### src/hw/rtl/julian_day_to_calendar_date_assert.svh
// assertion macros for the calendar conversion pipeline
`ifndef JULIAN_DAY_TO_CALENDAR_DATE_ASSERT_SVH
`define JULIAN_DAY_TO_CALENDAR_DATE_ASSERT_SVH

// same-cycle implication
`define JDCD_ASSERT_IMPL(lbl, ante, cons, msg) \
	lbl: assert property (@(posedge clk) disable iff (!arst_n) (ante) |-> (cons)) \
		else $error(msg);

// implication after a fixed number of cycles
`define JDCD_ASSERT_DELAY(lbl, ante, n, cons, msg) \
	lbl: assert property (@(posedge clk) disable iff (!arst_n) (ante) |-> ##n (cons)) \
		else $error(msg);

`endif

### src/hw/rtl/jdcd_pkg.sv
`timescale 1ns / 1ps
package jdcd_pkg;
	localparam int unsigned GAP_LOW = 2299150;
	localparam int unsigned GAP_HIGH = 2299159;
	localparam int unsigned GREG_START = 2299161;
	localparam int unsigned ALPHA_OFS = 7468865;
	localparam int unsigned ALPHA_DIV = 146097;
	localparam int unsigned B_OFS = 1524;
	localparam int unsigned C_MUL = 20;
	localparam int unsigned C_OFS = 2442;
	localparam int unsigned C_DIV = 7305;
	localparam int unsigned D_MUL = 1461;
	localparam int unsigned YEAR_OFS = 4715;
	localparam int unsigned E_WRAP = 14;
	localparam int unsigned E_BACK_LO = 1;
	localparam int unsigned E_BACK_HI = 13;
	localparam int unsigned FEB = 2;
	localparam int unsigned HOURS_PER_DAY = 24;
	localparam int unsigned MINUTES_PER_DAY = 1440;
	localparam int unsigned DAY_SECONDS = 86400;
	localparam int unsigned BASE_60 = 60;

	// floor(30.6001 * k)
	localparam logic [8:0] MONTH_OFS [16] = '{
		9'd0, 9'd30, 9'd61, 9'd91, 9'd122, 9'd153, 9'd183, 9'd214,
		9'd244, 9'd275, 9'd306, 9'd336, 9'd367, 9'd397, 9'd428, 9'd459
	};

	typedef struct packed {
		logic [4:0] hour;
		logic [5:0] minute;
		logic [5:0] second;
	} tod_t;

	typedef struct packed {
		logic valid;
		logic gap;
	} ctl_t;
endpackage

### src/hw/rtl/jdcd_recip_div.sv
`timescale 1ns / 1ps
module jdcd_recip_div #(
	parameter int NB = 26,
	parameter int unsigned K = 146097,
	parameter int TW = 8,
	parameter int QB = NB - $clog2(K) + 1
) (
	input logic clk,
	input logic arst_n,
	input logic in_valid,
	input logic [NB-1:0] num,
	input logic [TW-1:0] in_tag,
	output logic out_valid,
	output logic [QB-1:0] quot,
	output logic [TW-1:0] out_tag
);
	localparam longint unsigned RECIP = (64'd1 << NB) / 64'(K);
	localparam int MB = $clog2(RECIP + 1);
	localparam int PW = NB + MB;

	logic [PW-1:0] prod;
	logic v_s1;
	logic [NB-1:0] n_s1;
	logic [QB-1:0] qe_s1;
	logic [TW-1:0] tag_s1;
	logic [NB-1:0] back;
	logic [NB-1:0] rem;
	logic fix;
	logic v_s2;
	logic [QB-1:0] q_s2;
	logic [TW-1:0] tag_s2;

	// estimate is the quotient or one below it
	assign prod = PW'(num) * PW'(RECIP);

	always_ff @(posedge clk or negedge arst_n) begin
		if (!arst_n) begin
			v_s1 <= 1'b0;
			v_s2 <= 1'b0;
		end else begin
			v_s1 <= in_valid;
			v_s2 <= v_s1;
		end
	end

	always_ff @(posedge clk) begin
		n_s1 <= num;
		qe_s1 <= prod[NB +: QB];
		tag_s1 <= in_tag;
	end

	assign back = NB'(NB'(qe_s1) * NB'(K));
	assign rem = n_s1 - back;
	assign fix = rem >= NB'(K);

	always_ff @(posedge clk) begin
		q_s2 <= qe_s1 + QB'(fix);
		tag_s2 <= tag_s1;
	end

	assign out_valid = v_s2;
	assign quot = q_s2;
	assign out_tag = tag_s2;
endmodule

### src/hw/rtl/jdcd_time_of_day.sv
`timescale 1ns / 1ps
module jdcd_time_of_day import jdcd_pkg::*; #(
	parameter int FB = 24
) (
	input logic clk,
	input logic [FB-1:0] frac,
	output tod_t tod
);
	localparam int HW = $clog2(HOURS_PER_DAY);
	localparam int MW = $clog2(MINUTES_PER_DAY);
	localparam int SW = $clog2(DAY_SECONDS);

	logic [FB+HW-1:0] p_hr;
	logic [FB+MW-1:0] p_mn;
	logic [FB+SW-1:0] p_sc;
	logic [HW-1:0] hr_s1;
	logic [MW-1:0] mn_s1;
	logic [SW-1:0] sc_s1;
	logic [MW-1:0] mn_left;
	logic [SW-1:0] sc_left;
	tod_t tod_s2;

	assign p_hr = (FB+HW)'(frac) * (FB+HW)'(HOURS_PER_DAY);
	assign p_mn = (FB+MW)'(frac) * (FB+MW)'(MINUTES_PER_DAY);
	assign p_sc = (FB+SW)'(frac) * (FB+SW)'(DAY_SECONDS);

	always_ff @(posedge clk) begin
		hr_s1 <= p_hr[FB +: HW];
		mn_s1 <= p_mn[FB +: MW];
		sc_s1 <= p_sc[FB +: SW];
	end

	// whole minutes of the day over 60 is the hour, likewise for seconds
	assign mn_left = mn_s1 - MW'(MW'(hr_s1) * MW'(BASE_60));
	assign sc_left = sc_s1 - SW'(SW'(mn_s1) * SW'(BASE_60));

	always_ff @(posedge clk) begin
		tod_s2.hour <= hr_s1;
		tod_s2.minute <= mn_left[5:0];
		tod_s2.second <= sc_left[5:0];
	end

	assign tod = tod_s2;
endmodule

### src/hw/rtl/jdcd_month_day.sv
`timescale 1ns / 1ps
module jdcd_month_day import jdcd_pkg::*; #(
	parameter int CW = 18
) (
	input logic clk,
	input logic arst_n,
	input ctl_t ctl,
	input logic [8:0] rem_days,
	input logic [CW-1:0] cyc,
	input tod_t tod_in,
	output logic done,
	output logic date_valid,
	output logic signed [15:0] year_out,
	output logic [3:0] month_out,
	output logic [4:0] day_out,
	output logic [4:0] hour_out,
	output logic [5:0] minute_out,
	output logic [5:0] second_out
);
	logic [14:0] above;
	ctl_t ctl_s1;
	logic [3:0] e_s1;
	logic [8:0] x_s1;
	logic [CW-1:0] c_s1;
	tod_t tod_s1;
	logic [8:0] day_c;
	logic [3:0] month_c;
	logic late;
	logic [CW-1:0] yr_c;
	logic done_s2;
	logic ok_s2;
	logic [15:0] yr_s2;
	logic [3:0] mon_s2;
	logic [4:0] day_s2;
	tod_t tod_s2;

	// month index is the count of month starts that the day lies beyond
	always_comb begin
		for (int k = 1; k < 16; k++) begin
			above[k-1] = rem_days > MONTH_OFS[k];
		end
	end

	always_ff @(posedge clk or negedge arst_n) begin
		if (!arst_n) begin
			ctl_s1 <= '0;
			done_s2 <= 1'b0;
		end else begin
			ctl_s1 <= ctl;
			done_s2 <= ctl_s1.valid;
		end
	end

	always_ff @(posedge clk) begin
		e_s1 <= 4'($countones(above));
		x_s1 <= rem_days;
		c_s1 <= cyc;
		tod_s1 <= tod_in;
	end

	assign day_c = x_s1 - MONTH_OFS[e_s1];
	assign month_c = (e_s1 < 4'(E_WRAP)) ? e_s1 - 4'(E_BACK_LO) : e_s1 - 4'(E_BACK_HI);
	assign late = month_c > 4'(FEB);
	assign yr_c = c_s1 - CW'(YEAR_OFS) - CW'(late);

	always_ff @(posedge clk) begin
		ok_s2 <= !ctl_s1.gap;
		if (ctl_s1.gap) begin
			yr_s2 <= '0;
			mon_s2 <= '0;
			day_s2 <= '0;
			tod_s2 <= '0;
		end else begin
			yr_s2 <= yr_c[15:0];
			mon_s2 <= month_c;
			day_s2 <= day_c[4:0];
			tod_s2 <= tod_s1;
		end
	end

	assign done = done_s2;
	assign date_valid = ok_s2;
	assign year_out = signed'(yr_s2);
	assign month_out = mon_s2;
	assign day_out = day_s2;
	assign hour_out = tod_s2.hour;
	assign minute_out = tod_s2.minute;
	assign second_out = tod_s2.second;
endmodule

### src/hw/rtl/julian_day_to_calendar_date.sv
`timescale 1ns / 1ps
// Julian day to calendar date and time of day.
// Input: julian_day_fixed, unsigned fixed point with FRAC_BITS fraction bits,
// taken at a rising edge with start high and busy low. busy is always low:
// an item can be taken on every clock cycle.
// Output: done is high for one cycle with date_valid, year_out, month_out,
// day_out, hour_out, minute_out and second_out. Results leave in the order the
// items came in, through a ten-stage pipeline with two constant-reciprocal
// dividers of two stages each. Throughput is one item per cycle.
// Days before the Gregorian reform use the Julian calendar; days in the
// reform gap give date_valid low and all other fields zero.
// The receiver cannot stall: done is a strobe and each result is shown once.
// Reset clears all valid bits; items in flight are dropped and done stays low
// until a new item has passed the pipeline. No clearing pass is needed.
module julian_day_to_calendar_date import jdcd_pkg::*; #(
	parameter int FRAC_BITS = 24,
	parameter int DAY_BITS = 23
) (
	input logic clk,
	input logic arst_n,
	input logic start,
	input logic [FRAC_BITS+DAY_BITS-1:0] julian_day_fixed,
	output logic busy,
	output logic done,
	output logic date_valid,
	output logic signed [15:0] year_out,
	output logic [3:0] month_out,
	output logic [4:0] day_out,
	output logic [4:0] hour_out,
	output logic [5:0] minute_out,
	output logic [5:0] second_out
);
	`include "julian_day_to_calendar_date_assert.svh"

	localparam int IW = FRAC_BITS + DAY_BITS;
	localparam int ZW = DAY_BITS + 1;
	localparam int N1W = ZW + 2;
	localparam int AW = N1W - $clog2(ALPHA_DIV) + 1;
	localparam int BW = ZW + 1;
	localparam int N2W = BW + 5;
	localparam int CW = N2W - $clog2(C_DIV) + 1;
	localparam int DW = CW + $clog2(D_MUL);
	localparam int TODW = $bits(tod_t);
	localparam int T1W = ZW + 2;
	localparam int T2W = BW + TODW + 1;

	logic accept;
	logic [DAY_BITS-1:0] jd_int;
	logic gap_c;
	logic [IW:0] rounded;
	ctl_t ctl_s1;
	logic [ZW-1:0] z_s1;
	logic [FRAC_BITS-1:0] f_s1;
	logic greg_c;
	logic [N1W-1:0] n1_c;
	logic v_a;
	logic [AW-1:0] alpha;
	logic [T1W-1:0] tag1;
	tod_t tod_a;
	logic [BW-1:0] a_c;
	ctl_t ctl_s4;
	logic [BW-1:0] b_s4;
	tod_t tod_s4;
	ctl_t ctl_s5;
	logic [BW-1:0] b_s5;
	logic [N2W-1:0] n2_s5;
	tod_t tod_s5;
	logic v_c;
	logic [CW-1:0] cyc;
	logic [T2W-1:0] tag2;
	logic [DW-1:0] d_c;
	logic [DW-1:0] x_c;
	ctl_t ctl_s8;
	logic [8:0] x_s8;
	logic [CW-1:0] c_s8;
	tod_t tod_s8;

	assign busy = 1'b0;
	assign accept = start && !busy;

	assign jd_int = julian_day_fixed[IW-1:FRAC_BITS];
	assign gap_c = (jd_int >= DAY_BITS'(GAP_LOW)) && (jd_int <= DAY_BITS'(GAP_HIGH));
	assign rounded = (IW+1)'(julian_day_fixed) + ((IW+1)'(1) << (FRAC_BITS - 1));

	always_ff @(posedge clk or negedge arst_n) begin
		if (!arst_n) begin
			ctl_s1 <= '0;
		end else begin
			ctl_s1.valid <= accept;
			ctl_s1.gap <= gap_c;
		end
	end

	always_ff @(posedge clk) begin
		z_s1 <= rounded[IW:FRAC_BITS];
		f_s1 <= rounded[FRAC_BITS-1:0];
	end

	// century correction for Gregorian days
	assign greg_c = z_s1 >= ZW'(GREG_START);
	assign n1_c = greg_c ? (N1W'(z_s1) << 2) - N1W'(ALPHA_OFS) : '0;

	jdcd_recip_div #(
		.NB(N1W),
		.K(ALPHA_DIV),
		.TW(T1W)
	) u_alpha_div (
		.clk(clk),
		.arst_n(arst_n),
		.in_valid(ctl_s1.valid),
		.num(n1_c),
		.in_tag({ctl_s1.gap, greg_c, z_s1}),
		.out_valid(v_a),
		.quot(alpha),
		.out_tag(tag1)
	);

	jdcd_time_of_day #(
		.FB(FRAC_BITS)
	) u_tod (
		.clk(clk),
		.frac(f_s1),
		.tod(tod_a)
	);

	always_comb begin
		a_c = BW'(tag1[ZW-1:0]);
		if (tag1[ZW]) begin
			a_c = BW'(tag1[ZW-1:0]) + BW'(1) + BW'(alpha) - BW'(alpha >> 2);
		end
	end

	always_ff @(posedge clk or negedge arst_n) begin
		if (!arst_n) begin
			ctl_s4 <= '0;
			ctl_s5 <= '0;
		end else begin
			ctl_s4.valid <= v_a;
			ctl_s4.gap <= tag1[ZW+1];
			ctl_s5 <= ctl_s4;
		end
	end

	always_ff @(posedge clk) begin
		b_s4 <= a_c + BW'(B_OFS);
		tod_s4 <= tod_a;
		b_s5 <= b_s4;
		n2_s5 <= N2W'(N2W'(b_s4) * N2W'(C_MUL)) - N2W'(C_OFS);
		tod_s5 <= tod_s4;
	end

	jdcd_recip_div #(
		.NB(N2W),
		.K(C_DIV),
		.TW(T2W)
	) u_year_div (
		.clk(clk),
		.arst_n(arst_n),
		.in_valid(ctl_s5.valid),
		.num(n2_s5),
		.in_tag({ctl_s5.gap, tod_s5, b_s5}),
		.out_valid(v_c),
		.quot(cyc),
		.out_tag(tag2)
	);

	// days into the year counted from march
	assign d_c = DW'(DW'(cyc) * DW'(D_MUL)) >> 2;
	assign x_c = DW'(tag2[BW-1:0]) - d_c;

	always_ff @(posedge clk or negedge arst_n) begin
		if (!arst_n) begin
			ctl_s8 <= '0;
		end else begin
			ctl_s8.valid <= v_c;
			ctl_s8.gap <= tag2[BW+TODW];
		end
	end

	always_ff @(posedge clk) begin
		x_s8 <= x_c[8:0];
		c_s8 <= cyc;
		tod_s8 <= tod_t'(tag2[BW +: TODW]);
	end

	jdcd_month_day #(
		.CW(CW)
	) u_month_day (
		.clk(clk),
		.arst_n(arst_n),
		.ctl(ctl_s8),
		.rem_days(x_s8),
		.cyc(c_s8),
		.tod_in(tod_s8),
		.done(done),
		.date_valid(date_valid),
		.year_out(year_out),
		.month_out(month_out),
		.day_out(day_out),
		.hour_out(hour_out),
		.minute_out(minute_out),
		.second_out(second_out)
	);

	`JDCD_ASSERT_IMPL(a_gap_zero, done && !date_valid, year_out == 16'sd0 && month_out == 4'd0 && day_out == 5'd0 && hour_out == 5'd0 && minute_out == 6'd0 && second_out == 6'd0, "gap item with nonzero fields")
	`JDCD_ASSERT_IMPL(a_date_range, done && date_valid, month_out >= 4'd1 && month_out <= 4'd12 && day_out >= 5'd1 && day_out <= 5'd31, "month or day out of range")
	`JDCD_ASSERT_IMPL(a_time_range, done, hour_out <= 5'd23 && minute_out <= 6'd59 && second_out <= 6'd59, "time of day out of range")
	`JDCD_ASSERT_DELAY(a_tail_latency, ctl_s4.valid, 6, done, "item lost in pipeline tail")
endmodule
### config.mk
export PLATFORM = sky130hd
export DESIGN_NAME = julian_day_to_calendar_date
export DESIGN_NICKNAME = d
export VERILOG_FILES = /design/src/hw/rtl/jdcd_pkg.sv /design/src/hw/rtl/jdcd_recip_div.sv /design/src/hw/rtl/jdcd_time_of_day.sv /design/src/hw/rtl/jdcd_month_day.sv /design/src/hw/rtl/julian_day_to_calendar_date.sv
export VERILOG_INCLUDE_DIRS = /design/src /design/src/hw/rtl
export SDC_FILE = /design/constraint.sdc
export NUM_CORES = 2
export LEC_CHECK = 0
export BUFFER_PORTS_ARGS = -buffer_cell sky130_fd_sc_hd__buf_2
export CORE_UTILIZATION = 52
export CTS_CLUSTER_DIAMETER = 120
export CTS_CLUSTER_SIZE = 24
export DETAILED_ROUTE_END_ITERATION = 8
export PLACE_DENSITY_LB_ADDON = 0.25
export SYNTH_ARGS = -nofsm -noshare
export SYNTH_HDL_FRONTEND = slang
export SYNTH_SLANG_ARGS = --single-unit
export TNS_END_PERCENT = 1
### constraint.sdc
create_clock -name clk -period 15.6 [get_ports clk]
set_clock_uncertainty 0.1 [all_clocks]
set_input_delay 1.56 -clock clk [delete_from_list [all_inputs] [get_ports clk]]
set_output_delay 1.56 -clock clk [all_outputs]
set_load 0.02 [all_outputs]
**Word-level counts from Yosys, hierarchy flattened**

Memory sizes are Yosys's and may differ from the RTL's.
Index checks and enable logic that the tools add are counted.

- Add/sub/neg operators: 33
- $mul: 11
- $lt $le $gt $ge: 23
- Mux-type cells: 5
- Bitwise operators: 1
- Reduce and logical (&&, ||, !) cells: 2

Operators by type and width:

| operator | number |
|---|---|
| 9-bit > comparator (second input constant) | 7 |
| 47-bit by 24-bit adder with 48-bit output (second input constant) | 1 |
| 30-bit by 18-bit multiplier with 48-bit output (second input constant) | 1 |
| 9-bit by 8-bit > comparator with 1-bit output (second input constant) | 4 |
| 26-bit by 9-bit multiplier with 35-bit output (second input constant) | 1 |
| 30-bit by 13-bit >= comparator with 1-bit output (second input constant) | 1 |
| 18-bit by 13-bit multiplier with 30-bit output (second input constant) | 1 |
| 24-bit by 6-bit multiplier with 30-bit output (second input constant) | 1 |
| 30-bit by 12-bit subtractor with 30-bit output (second input constant) | 1 |
| 30-bit subtractor | 1 |
| 25-bit by 3-bit multiplier with 28-bit output (second input constant) | 1 |
| 26-bit by 18-bit >= comparator with 1-bit output (second input constant) | 1 |
| 24-bit by 2-bit multiplier with 26-bit output (second input constant) | 1 |
| 9-bit by 18-bit multiplier with 26-bit output (second input constant) | 1 |
| 26-bit 2-to-1 mux | 1 |
| 26-bit by 23-bit subtractor with 26-bit output (second input constant) | 1 |
| 26-bit subtractor | 1 |
| 24-bit by 1-bit adder with 25-bit output (second input constant) | 1 |
| 25-bit by 11-bit adder with 25-bit output (second input constant) | 1 |
| 25-bit by 9-bit adder with 25-bit output | 1 |
| 25-bit 2-to-1 mux | 1 |
| 25-bit by 7-bit subtractor with 25-bit output | 1 |
| 4-bit adder | 6 |
| 24-bit by 22-bit >= comparator with 1-bit output (second input constant) | 1 |
| other kinds (28) | 37 |

- Flip-flop bits (word level): 591
- Memory bits (read-only): 144
- Input port bits: 50
- Output and inout port bits: 45
- Word-level logic and storage cells: 136
- Memories: 1

Memories:

| name | words | bits a word | rd ports | clocked after memory_dff | write ports | line | source |
|---|---|---|---|---|---|---|---|
| (no name shown) | 16 | 9 | 1 | 0 | 0 | jdcd_month_day.sv:61 | `assign day_c = x_s1 - MONTH_OFS[e_s1];` |

**Depth between registers and ports, before layout**

- Depth after elaboration: 5
- Gate-level depth with buffers: 28
- Gate-level depth less buffers: 27

**Cells and area by module**

A second synthesis with hierarchy kept.

- Cells, all modules: 4583
- Area, all modules: 47371.7 sq um

Modules (own cells, without submodules):

| module | instances | cells each | area each (sq um) | sequential area each (sq um) |
|---|---|---|---|---|
| jdcd_recip_div at u_year_div | 1 | 1598 | 17326.6 | 3093.0 |
| julian_day_to_calendar_date | 1 | 1131 | 10825.4 | 4284.1 |
| jdcd_recip_div at u_alpha_div | 1 | 843 | 9425.3 | 1971.9 |
| jdcd_time_of_day | 1 | 643 | 6058.3 | 680.7 |
| jdcd_month_day | 1 | 368 | 3736.1 | 1776.7 |

**Least setup slack after synthesis**

No wires, ideal clock.

- Kind: register to register
- From: register u_year_div.qe_s1[3]
- To: register u_year_div.q_s2[14], in the netlist u_year_div.quot[14]
- Setup time: 121 ps
- Data arrival time: 6566 ps
- Data required time: 15379 ps
- Path slack: 8813 ps
- Cell stages (with the launch flop): 27
- Path buffers: 1
- Clock period less this slack: 6787 ps
- Path through: dfxtp_1 -> inv_1 -> fa_1 -> fa_1 -> inv_1 -> ha_1 -> fa_1 -> fa_1 -> inv_1 -> fa_1 -> ha_1 -> clkbuf_1 -> a21oi_1 -> o21ai_0 -> a21o_1 -> a221oi_1 -> a21boi_0 -> mux2i_1 -> a2111oi_0 -> o2111ai_1 -> nor4_1 -> nand4b_1 -> ha_1 -> and3_1 -> and3_1 -> nand4_1 -> xnor2_1

- Cells in the longest elaborated chain, start to end: 4

Ends and longest elaborated chain:

| element | line | source |
|---|---|---|
| start, declared | jdcd_recip_div.sv:24 | `logic [QB-1:0] qe_s1;` |
| start signal, assigned | jdcd_recip_div.sv:48 | `qe_s1 <= prod[NB +: QB];` |
| 18-bit by 13-bit multiplier with 30-bit output | jdcd_recip_div.sv:52 | `assign back = NB'(NB'(qe_s1) * NB'(K));` |
| 30-bit subtractor | jdcd_recip_div.sv:53 | `assign rem = n_s1 - back;` |
| 30-bit by 13-bit >= comparator with 1-bit output | jdcd_recip_div.sv:54 | `assign fix = rem >= NB'(K);` |
| 18-bit by 1-bit adder with 18-bit output * | jdcd_recip_div.sv:57 | `q_s2 <= qe_s1 + QB'(fix);` |
| end signal, assigned | jdcd_recip_div.sv:57 |  |
| end, declared | jdcd_recip_div.sv:30 | `logic [QB-1:0] q_s2;` |

Every way passes the cells marked *; elsewhere a longest branch is shown, timed or not.
A chain may end at the register's enable or synchronous reset.

**Worst setup path after layout**

Same ends and word-level chain as after synthesis.

==> run metrics <==
status finished, final reports clean; met3 wire len 2580 µm; Via density 5.17; post-route cell area 47800 µm²; Critical Path End Type register; wire per inst 15.3 µm; Max Root-Sink Buffers 3; Rows 107; Initial DRT Pass Iterations 6; final setup TNS 0 ns; CTS resizes 0; Synth area leaders fa_1 (24%), dfxtp_1 (23%), ha_1 (22%); Vias 29.2k; max-slew violations 0; Seq/Total Area, Yosys 23.6%; Metal-1 WL 40500 µm; # Post-CTS Setup Buffers 0; crit share post-route 49.1%; Synth Warn # 0; Finished Core Util 55.7%; highest metal used met4; critical path type reg2reg; CTS buffer count 27; Finish-stage setup viols 0; Startpoint Class register; CTS H-tree depth 1; Min Hold Slack 0.211 ns; WL final 86600 µm; Netlist cell types 102; RSZ-0062 raised after global routing no; Syn-to-layout area delta 5.46%; initial antenna violation count 0; port bufs 93; Worst R2R Path Depth 25; DR WL met2 42100 µm; gp weighted congestion 0.892; number of synthesized register bits 530; cts hold-fix bufs 0; Root Buffer clkbuf_16; global-route wire length before repair 148000 µm; IO Count 95; Post-synth EDFFs 0; DR iter-0 viols 1245; Critical Path RT 16.04 ns; post-place instance area 47000 µm²; diode count 0; Max FO, Critical Path 9; number of global-route vias before repair 30.1k; share of cells above drive strength 1 4.04%; final hold vios 0; Die Area 88400 µm²; clk_lat worst skew 0.62 ns; die width 297 µm; Routed Antenna Nets 0; hpwl dp 74500 µm; total track usage 20.3%; Core ar. 85800 µm²; post-synthesis instance total 4410; drt drc 0; Mean Syn Cell Area 10.3 µm²; Nets 5862; CTS tree built; Clock transition at path regs 0.10 ns; area leader, netlist fa_1; Die Y-Extent 297 µm; clk sinks 530; Mapped Area 45300 µm²; max cap viols 0; Final Critical Period 7.66 ns; slew margin rel. 22.2%; ys async rst share 2.83%; syn nets 5780; Synth Flop Type dfxtp_1; largest net degree at the start of global routing 43; grt ovf 0; HP Class reg2reg; WHS Path Cells 0; f_max 131 MHz; area fraction of the dominant cell type after synthesis 23.7%; Least-Margin Pin Slew 1.14 ns; Initial Util 52.8%; worst path arrival time 8.09 ns
[per-layer routing]
layer,vias up,global-route usage (%)
met5,-,0
met1,14114,27.6
li1,14636,-
met4,0,3.30
met3,75,1.82
met2,375,35.6
[critical path, stage by stage, from the launching register on]
cell and delay, ns:
dfxtp_1 0.55, inv_1 0.24, fa_1 0.47, fa_1 0.49, inv_1 0.05, ha_1 0.31, fa_1 0.52, fa_1 0.54
inv_1 0.05, fa_1 0.46, ha_1 0.41, a21oi_1 0.17, o21ai_0 0.12, a21o_1 0.20, a221oi_1 0.26, a21boi_0 0.51
mux2i_1 0.15, a2111oi_0 0.28, o2111ai_1 0.18, nor4_1 0.20, nand4b_1 0.25, ha_1 0.34, and3_1 0.22, and3_1 0.26
nand4_1 0.13, xnor2_1 0.11
[Yosys cell counts, types with 64 or more instances]
master and n:
a21o_1 84, a21oi_1 188, ha_1 784, xnor2_1 170, inv_1 873, o21ai_0 119
fa_1 536, nand3_1 64, nor2_1 186, dfxtp_1 515, nand2_1 134, xor2_1 101
[path summary, 6_finish.rpt]
kind	startpoint	to	slack [ns]
worst min-delay path	u_alpha_div.tag_s1[14]$_DFF_P_	u_alpha_div.out_tag[14]$_DFF_P_	0.21
min in group asynchronous	arst_n	ctl_s5[0]$_DFF_PN0_	0.71
worst max-delay path	u_year_div.qe_s1[3]$_DFF_P_	u_year_div.quot[14]$_DFF_P_	7.94
worst min register to register	u_alpha_div.tag_s1[14]$_DFF_P_	u_alpha_div.out_tag[14]$_DFF_P_	0.21
max in group asynchronous	arst_n	u_month_day.ctl_s1[0]$_DFF_PN0_	14.44
worst max register to register	u_year_div.qe_s1[3]$_DFF_P_	u_year_div.quot[14]$_DFF_P_	7.94
[through the flow]
stage / std cells / setup WS (ns)
after floorplan: 4410 / 8.81
after global placement: 5607 / 8.04
after detailed placement: 5607 / 7.95
after CTS: 5645 / 7.89
after global routing: 5645 / 7.26
final: 5645 / 7.94
[layout make-up]
| cell class | instances | area [µm²] |
|---|---|---|
| Sequential cell | 530 | 10700 |
| Clock inverter | 7 | 104 |
| Fill cell | 7502 | 38000 |
| Timing Repair Buffer | 97 | 495 |
| Tap cell | 1144 | 1430 |
| Multi-Input combinational cell | 2963 | 31100 |
| Inverter | 873 | 3280 |
| Clock buffer | 31 | 691 |
[state kept, by name, indices dropped and copies added (netlist names), 18 cells and up]
| register | cells |
|---|---|
| u_year_div.n_s1 | 28 |
| z_s1 | 24 |
| u_alpha_div.tag_s1 | 25 |
| b_s4 | 25 |
| u_year_div.qe_s1 | 18 |
| u_year_div.tag_s1 | 27 |
| u_year_div.out_tag | 27 |
| f_s1 | 24 |
| u_alpha_div.out_tag | 26 |
| u_alpha_div.n_s1 | 25 |
| n2_s5 | 28 |
[cell families (layout without fill, tap and decap cells)]
family | after synthesis | count (layout) | share of synthesized area [%]
simple gates | 690 | 690 | 7.80
fa+ha+maj | 1320 | 1320 | 45.3
xor+xnor | 271 | 271 | 5.24
mux | 31 | 31 | 0.740
compound gates | 650 | 650 | 9.55
flops | 530 | 530 | 23.6
other cells | 1 | 1 | 0.00827
buf+inv | 917 | 1008 | 7.77
[cell usage in the layout (no fill, tap or decap), types with 13 or more instances in the layout]
cell type and count:
inv_1 873, ha_1 784, fa_1 536, dfxtp_1 515, a21oi_1 188, nor2_1 186, xnor2_1 170, nand2_1 134
o21ai_0 119, xor2_1 101, buf_2 93, a21o_1 84, nand3_1 64, nor3_1 49, nor2b_1 48, nand4_1 36
nand2b_1 32, o21a_1 29, and3_1 27, clkbuf_16 27, mux2i_1 22, o21bai_1 21, a211oi_1 20, a31oi_1 19
nor4_1 18, nor3b_1 14, dfrtp_1 14, or3_1 13
Power is not shown: default switching activity piles up to over one toggle a cycle in this logic, so the estimate is an artifact.
